File: config.mk
export PLATFORM = sky130hd
export DESIGN_NAME = spectrum_band_led_meter_core
export DESIGN_NICKNAME = d
export VERILOG_FILES = /design/src/sblm_pkg.sv /design/src/sblm_div.sv /design/src/spectrum_band_led_meter_core.sv
export SDC_FILE = /design/constraint.sdc
export NUM_CORES = 2
export LEC_CHECK = 0
export ABC_AREA = 1
export BUFFER_PORTS_ARGS = -buffer_cell sky130_fd_sc_hd__buf_2
export CORE_ASPECT_RATIO = 1.1
export CORE_MARGIN = 3
export CORE_UTILIZATION = 40
export CTS_CLUSTER_DIAMETER = 120
export DETAILED_ROUTE_END_ITERATION = 8
export SLEW_MARGIN = 20
export SYNTH_ARGS = -nofsm -noshare
export SYNTH_HDL_FRONTEND = slang
export SYNTH_SLANG_ARGS = --single-unit
File: constraint.sdc
create_clock -name clk -period 17.3 [get_ports clk]
set_input_delay 0.865 -clock clk [delete_from_list [all_inputs] [get_ports clk]]
set_output_delay 0.865 -clock clk [all_outputs]
set_load 0.1 [all_outputs]
File: src/sblm_pkg.sv
`timescale 1ns / 1ps
package sblm_pkg;

	typedef struct packed {
		logic signed [9:0] bin_level;
		logic              frame_end;
	} bin_t;

	typedef struct packed {
		logic [3:0]  band_number;
		logic [7:0]  first_led;
		logic [7:0]  lit_count;
		logic [23:0] rgb_colour;
		logic [31:0] brightness;
	} band_t;

	typedef struct packed {
		logic busy;
		logic done;
	} div_stat_t;

	typedef enum logic [3:0] {
		ST_IDLE,
		ST_SQUARE,
		ST_DIV_B,
		ST_WAIT_B,
		ST_DIV_S,
		ST_WAIT_S,
		ST_DIV_L,
		ST_WAIT_L,
		ST_DONE
	} state_t;

	localparam logic [31:0] AVG_RESET = 32'd100;
	localparam logic [31:0] AVG_FLOOR = 32'd10;
	localparam logic [9:0]  COUNTER_TOP = 10'd1023;
	localparam int          DIV_STEPS = 32;

	localparam logic [23:0] BAND_COLOURS [12] = '{
		24'hff0000, 24'hff8000, 24'hffff00, 24'h80ff00,
		24'h00ff00, 24'h00ff80, 24'h00ffff, 24'h0080ff,
		24'h0000ff, 24'h8000ff, 24'hff00ff, 24'hff0080
	};

endpackage

File: src/sblm_div.sv
`timescale 1ns / 1ps
module sblm_div import sblm_pkg::*; (
	input  logic        clk,
	input  logic        arst_n,
	input  logic        start,
	input  logic [31:0] dividend,
	input  logic [31:0] divisor,
	output div_stat_t   stat,
	output logic [31:0] quotient
);

	logic [5:0]  cnt_q;
	logic        done_q;
	logic [31:0] rem_q;
	logic [31:0] quo_q;
	logic [31:0] divisor_q;
	logic [32:0] shifted;
	logic [32:0] diff;

	assign shifted = {rem_q, quo_q[31]};
	assign diff    = shifted - {1'b0, divisor_q};

	always_ff @(posedge clk or negedge arst_n) begin
		if (!arst_n) begin
			cnt_q  <= '0;
			done_q <= 1'b0;
		end else if (start) begin
			cnt_q  <= 6'(DIV_STEPS);
			done_q <= 1'b0;
		end else begin
			done_q <= (cnt_q == 6'd1);
			if (cnt_q != '0) begin
				cnt_q <= cnt_q - 6'd1;
			end
		end
	end

	always_ff @(posedge clk) begin
		if (start) begin
			rem_q     <= '0;
			quo_q     <= dividend;
			divisor_q <= divisor;
		end else if (cnt_q != '0) begin
			if (!diff[32]) begin
				rem_q <= diff[31:0];
				quo_q <= {quo_q[30:0], 1'b1};
			end else begin
				rem_q <= shifted[31:0];
				quo_q <= {quo_q[30:0], 1'b0};
			end
		end
	end

	assign stat.busy = (cnt_q != '0);
	assign stat.done = done_q;
	assign quotient  = quo_q;

endmodule

File: src/spectrum_band_led_meter_core.sv
`timescale 1ns / 1ps
// Spectrum band LED meter: takes one dB bin per transfer and emits one LED segment per
// closed band. A bin that closes no band is taken and the block stays ready for the next
// bin; a bin that closes a band holds off further bins through the squaring, three passes
// through the shared 32-step restoring divider and the result load, and longer if the
// previous segment has not yet been taken.
module spectrum_band_led_meter_core import sblm_pkg::*; #(
	parameter int BINS_PER_FRAME = 512,
	parameter int START_BIN      = 1,
	parameter int END_BIN        = 232,
	parameter int LED_COUNT      = 60,
	parameter int BAND_COUNT     = 12
) (
	input  logic  clk,
	input  logic  arst_n,
	input  logic  bin_valid,
	output logic  bin_ready,
	input  bin_t  bin,
	output logic  band_valid,
	input  logic  band_ready,
	output band_t band
);

	localparam int SPAN = (END_BIN > START_BIN) ? (END_BIN - START_BIN) : 0;

	state_t      state_q, state_d;
	logic [9:0]  bin_counter_q;
	logic [31:0] band_total_q;
	logic [31:0] frame_max_q;
	logic [31:0] avg_q;
	logic        pend_last_q;
	logic        band_valid_q;
	band_t       band_q;

	logic [31:0] work_total_q;
	logic [31:0] p_q;
	logic [31:0] bright_q;
	logic [31:0] s_q;
	logic [7:0]  lit_q;
	logic [3:0]  found_q;
	logic [7:0]  first_q;

	logic [9:0]  rel;
	logic        in_range;
	logic [BAND_COUNT-1:0] match;
	logic [BAND_COUNT-1:0] ends;
	logic [7:0]  band_first [BAND_COUNT];
	logic [3:0]  found;
	logic [7:0]  first;
	logic        close;
	logic [31:0] total_new;
	logic        take;
	logic        out_free;
	logic [32:0] avg_sum;
	logic [31:0] avg_new;
	logic [31:0] p_inc;
	logic [31:0] p_led;

	logic        div_start;
	logic [31:0] div_dividend;
	logic [31:0] div_divisor;
	div_stat_t   div_stat;
	logic [31:0] div_quo;

	sblm_div u_div (
		.clk      (clk),
		.arst_n   (arst_n),
		.start    (div_start),
		.dividend (div_dividend),
		.divisor  (div_divisor),
		.stat     (div_stat),
		.quotient (div_quo)
	);

	assign rel      = bin_counter_q - 10'(START_BIN);
	assign in_range = ({1'b0, bin_counter_q} < 11'(BINS_PER_FRAME)) &&
		(bin_counter_q >= 10'(START_BIN)) && (rel < 10'(SPAN));

	for (genvar g = 0; g < BAND_COUNT; g++) begin : g_band
		localparam int LO  = (SPAN * g) / BAND_COUNT;
		localparam int HI  = (SPAN * (g + 1)) / BAND_COUNT;
		localparam int FST = (g * LED_COUNT) / BAND_COUNT;
		assign match[g]      = (rel >= 10'(LO)) && (rel < 10'(HI));
		assign ends[g]       = match[g] && ((rel + 10'd1) == 10'(HI));
		assign band_first[g] = 8'(FST);
	end

	always_comb begin
		found = '0;
		first = '0;
		for (int b = 0; b < BAND_COUNT; b++) begin
			if (match[b]) begin
				found = 4'(b);
				first = band_first[b];
			end
		end
	end

	assign close     = in_range && ((|ends) || bin.frame_end);
	assign total_new = band_total_q +
		((bin.bin_level > 10'sd1) ? {22'd0, bin.bin_level} : 32'd0);
	assign take      = bin_valid && bin_ready;
	assign out_free  = !band_valid_q || band_ready;
	assign avg_sum   = {1'b0, avg_q} + {1'b0, frame_max_q};
	assign avg_new   = (avg_sum[32:1] < AVG_FLOOR) ? AVG_FLOOR : avg_sum[32:1];
	assign p_inc     = p_q + 32'd1;
	assign p_led     = p_q * 32'(LED_COUNT);

	always_comb begin
		state_d = state_q;
		case (state_q)
			ST_IDLE:   if (take && close) state_d = ST_SQUARE;
			ST_SQUARE: state_d = ST_DIV_B;
			ST_DIV_B:  state_d = ST_WAIT_B;
			ST_WAIT_B: if (div_stat.done) state_d = ST_DIV_S;
			ST_DIV_S:  state_d = ST_WAIT_S;
			ST_WAIT_S: if (div_stat.done) state_d = ST_DIV_L;
			ST_DIV_L:  state_d = ST_WAIT_L;
			ST_WAIT_L: if (div_stat.done) state_d = ST_DONE;
			ST_DONE:   if (out_free) state_d = ST_IDLE;
			default:   state_d = ST_IDLE;
		endcase
	end

	always_comb begin
		bin_ready    = (state_q == ST_IDLE);
		div_start    = state_q inside {ST_DIV_B, ST_DIV_S, ST_DIV_L};
		div_dividend = {p_q[25:0], 6'd0};
		div_divisor  = avg_q;
		case (state_q)
			ST_DIV_S: div_dividend = {p_inc[23:0], 8'd0};
			ST_DIV_L: begin
				div_dividend = p_led;
				div_divisor  = s_q;
			end
			default: ;
		endcase
	end

	always_ff @(posedge clk or negedge arst_n) begin
		if (!arst_n) begin
			state_q       <= ST_IDLE;
			bin_counter_q <= '0;
			band_total_q  <= '0;
			frame_max_q   <= '0;
			avg_q         <= AVG_RESET;
			pend_last_q   <= 1'b0;
			band_valid_q  <= 1'b0;
		end else begin
			state_q <= state_d;
			if (state_q == ST_DONE && out_free) begin
				band_valid_q <= 1'b1;
			end else if (band_ready) begin
				band_valid_q <= 1'b0;
			end
			case (state_q)
				ST_IDLE: begin
					if (take) begin
						if (bin.frame_end || close) begin
							band_total_q <= '0;
						end else if (in_range) begin
							band_total_q <= total_new;
						end
						pend_last_q <= bin.frame_end;
						if (bin.frame_end) begin
							bin_counter_q <= '0;
							if (!close) begin
								avg_q       <= avg_new;
								frame_max_q <= '0;
							end
						end else if (bin_counter_q < COUNTER_TOP) begin
							bin_counter_q <= bin_counter_q + 10'd1;
						end
					end
				end
				ST_DIV_B: begin
					if (p_q > frame_max_q) begin
						frame_max_q <= p_q;
					end
				end
				ST_DONE: begin
					if (out_free && pend_last_q) begin
						avg_q       <= avg_new;
						frame_max_q <= '0;
					end
				end
				default: ;
			endcase
		end
	end

	always_ff @(posedge clk) begin
		if (state_q == ST_IDLE && take && close) begin
			work_total_q <= total_new;
			found_q      <= found;
			first_q      <= first;
		end
		if (state_q == ST_SQUARE) begin
			p_q <= work_total_q * work_total_q;
		end
		if (state_q == ST_WAIT_B && div_stat.done) begin
			bright_q <= div_quo;
		end
		if (state_q == ST_WAIT_S && div_stat.done) begin
			s_q <= (div_quo == '0) ? 32'd1 : div_quo;
		end
		if (state_q == ST_WAIT_L && div_stat.done) begin
			lit_q <= (div_quo > 32'(LED_COUNT)) ? 8'(LED_COUNT) : div_quo[7:0];
		end
		if (state_q == ST_DONE && out_free) begin
			band_q.band_number <= found_q;
			band_q.first_led   <= first_q;
			band_q.lit_count   <= lit_q;
			band_q.rgb_colour  <= BAND_COLOURS[found_q];
			band_q.brightness  <= bright_q;
		end
	end

	assign band_valid = band_valid_q;
	assign band       = band_q;

	a_ready_div_idle: assert property (@(posedge clk) disable iff (!arst_n)
		bin_ready |-> !div_stat.busy)
		else $error("input taken while divider busy");

	a_avg_floor: assert property (@(posedge clk) disable iff (!arst_n)
		avg_q >= AVG_FLOOR)
		else $error("average peak below floor");

	a_lit_sat: assert property (@(posedge clk) disable iff (!arst_n)
		band_valid |-> band.lit_count <= 8'(LED_COUNT))
		else $error("lit count above LED count");

	a_band_range: assert property (@(posedge clk) disable iff (!arst_n)
		band_valid |-> band.band_number < 4'(BAND_COUNT))
		else $error("band number out of range");

endmodule
==> flow_summary.ini <==
[run]
cap_violations = 0

[sta]
period_share = 0.442
rsz0062_at_grt = no
tns_ns = 0
finalSetupViolCount = 0
slew_viol_final = 0
worst_pin_slew_ns = 1.02
hold_ws_ns = 0.213
max_freq_mhz = 131
fin_crit_ns = 7.64
finalClockSkew_ns = 0.0202
relSlewSlack = 0.319
finalHoldViolCount = 0

[cts]
cts.sinks = 411
htree_num_levels = 2
root_buffer = clkbuf_16
cts_resized = 0
clk_pin_slew_ns = 0.06
tritoncts = yes
clk_path_buf_depth = 3
cts_made_buffers = 47
hold_buffers = 0
cts_setup_buffers = 0
clk_latency_ns = 0.61

[routing]
ant_nets = 0
dr.pass1.iters = 7
drcViolationCount = 0
viasPerCell = 4.95
wl_per_cell_um = 16.2
vias = 29800
drt_wl_total_mm = 97.9
drt-initial-drc-count = 1572

[critical_path]
end_kind = flip-flop
crit_path_frequent_cell = fa_1
cp.required_ns = 17.63
crit_type = flip-flop to flip-flop
slowest_stage = edfxtp_1
slowest_delay_ns = 0.63
worstPathArrival_ns = 7.98
start_kind = flip-flop
cp_max_fo = 14

[global_route]
grt_use_total = 0.194
grt_max_degree = 70
grt_pass1_vias = 30800
grt_pass1_wl_mm = 161
antenna_found_initial = 0
global_route.overflow_total = 0

[yosys]
yosys_warnings = 0
syn_area_per_cell_um2 = 8.36
synthCells = 4720
synth_seq_cells = 411
ys_async_sr_fraction = 0.287
synth_edf_count = 261
synth_cell_types = 60
ys.flop_type = edfxtp_1
netlist_area_um2 = 39400
ys_seq_area_frac = 0.290

[floorplanning]
die_x_um = 305
initial_utilization = 0.404
core_um2 = 97600
die_height_um = 335
rows = 120
ios = 93
die-area_um2 = 102000

[placed_design]
hpwlAfterDp_mm = 78.2
place.port_buffers = 90
place_congestion = 0.918
dpl-instance-area_um2 = 41000

[layout]
layout-drive-gt1-share = 0.0543
antenna_cells = 0
final_common_cell = nand2_1
most-common-layout-cells = 1044 x nand2_1, 1027 x inv_1, 416 x fa_1
syn_to_final_growth_pct = 7.99
design_area_um2 = 42600
nFillCells = 9694
fin_nets = 5412

[outcome]
status = finished clean

[worst_hold_path]
min_path_type = primary input to async pin
kinds of logic (layout without fill, tap and decap cells):
| logic type | after synthesis | in the layout | synth area share |
|---|---|---|---|
| compound gates | 521 | 521 | 0.0739 |
| xor+xnor | 172 | 172 | 0.0382 |
| fa+ha+maj | 685 | 685 | 0.297 |
| buf+inv | 1221 | 1248 | 0.120 |
| flops | 411 | 411 | 0.290 |
| other cells | 1 | 5 | 0.0000951 |
| simple gates | 1709 | 1709 | 0.181 |
worst max-delay path, delay by kind of cell (launching register included):
| kind | cells | cell delay (ns) |
|---|---|---|
| adder cells (fa/ha/maj) | 9 | 4.43 |
| AND/OR/NAND/NOR | 9 | 1.16 |
| flip-flops | 1 | 0.63 |
| buffers and inverters | 7 | 0.62 |
| AO/OA/AOI/OAI | 2 | 0.36 |
| XOR/XNOR | 1 | 0.15 |
final timing paths:
check | start | endpoint | slack, ns | depth (start not counted)
worst max-delay path | work_total_q[6] | p_q[28] | 9.66 | 28
worst min-delay path | arst_n | band_total_q[31] | 0.21 | 1
worst max register to register | work_total_q[6] | p_q[28] | 9.66 | 28
worst min register to register | bright_q[29] | band[29] | 0.42 | 0
max in group asynchronous | arst_n | avg_q[17] | 15.75 | 2
min in group clk | bright_q[29] | band[29] | 0.42 | 0
final cells by class:
type                       instances  area (um2)  share of cell area
clock buffer                      59        1270              0.0299
clock inverter                    29         363             0.00852
inverter                        1040        3900              0.0917
multi-input combinational       3092       23300               0.548
sequential                       411       11400               0.269
tap                             1281        1600              0.0376
timing repair buffer             120         682              0.0160
per-layer routing:
metal	track usage	up-vias	wire [um]
li1	-	14700	-
met1	0.242	14400	41600
met2	0.357	529	50500
met3	0.0165	159	3020
met4	0.0581	0	2760
met5	0	-	0
synth_stat cells, drive strengths merged (2+ instances only):
cell / number / area (um2)
a211oi: 5 / 42.5
a21boi: 6 / 45.0
a21o: 16 / 120
a21oi: 195 / 976
a221oi: 13 / 114
a31o: 2 / 17.5
a31oi: 27 / 169
and2: 2 / 12.5
buf: 51 / 339
clkbuf: 130 / 488
clkinv: 2 / 7.51
dfrtp: 115 / 2880
dfstp: 3 / 78.8
dfxtp: 32 / 641
edfxtp: 261 / 7840
fa: 416 / 8330
ha: 269 / 3370
inv: 1038 / 3900
nand2: 1056 / 3990
nand3: 168 / 873
nand3b: 6 / 45.0
nand4: 97 / 613
nor2: 293 / 1140
nor3: 58 / 290
nor4: 17 / 106
o2111ai: 2 / 17.5
o211ai: 9 / 67.6
o21a: 5 / 37.5
o21ai: 198 / 991
o21bai: 14 / 105
o221ai: 3 / 26.3
o22ai: 19 / 119
or2: 9 / 56.3
xnor2: 66 / 578
xor2: 106 / 928
flip-flops by register name, indices dropped and copies added, names as in the netlist:
name             cells
u_div.quotient      32
first_q              6
u_div.cnt_q          6
band                54
u_div.rem_q         32
bright_q            32
p_q                 31
work_total_q        32
found_q              2
pend_last_q          1
bin_counter_q       10
u_div.divisor_q     32
avg_q               32
band_total_q        32
state_q              4
lit_q                8
u_div.done_q         1
s_q                 32
frame_max_q         31
band_valid           1
per-stage QoR:
| stage | setup WS, ns | util | instances |
|---|---|---|---|
| detailed placement | 9.61 | 0.420 | 5944 |
| floorplan | 10.16 | - | 4724 |
| global placement | 9.69 | 0.420 | 5944 |
| global route | 9.25 | 0.436 | 6032 |
| CTS | 9.65 | 0.436 | 6032 |
| finish | 9.66 | 0.436 | 6032 |
Power is not shown: default switching activity piles up to over one toggle a cycle in this logic, so the estimate is an artifact.
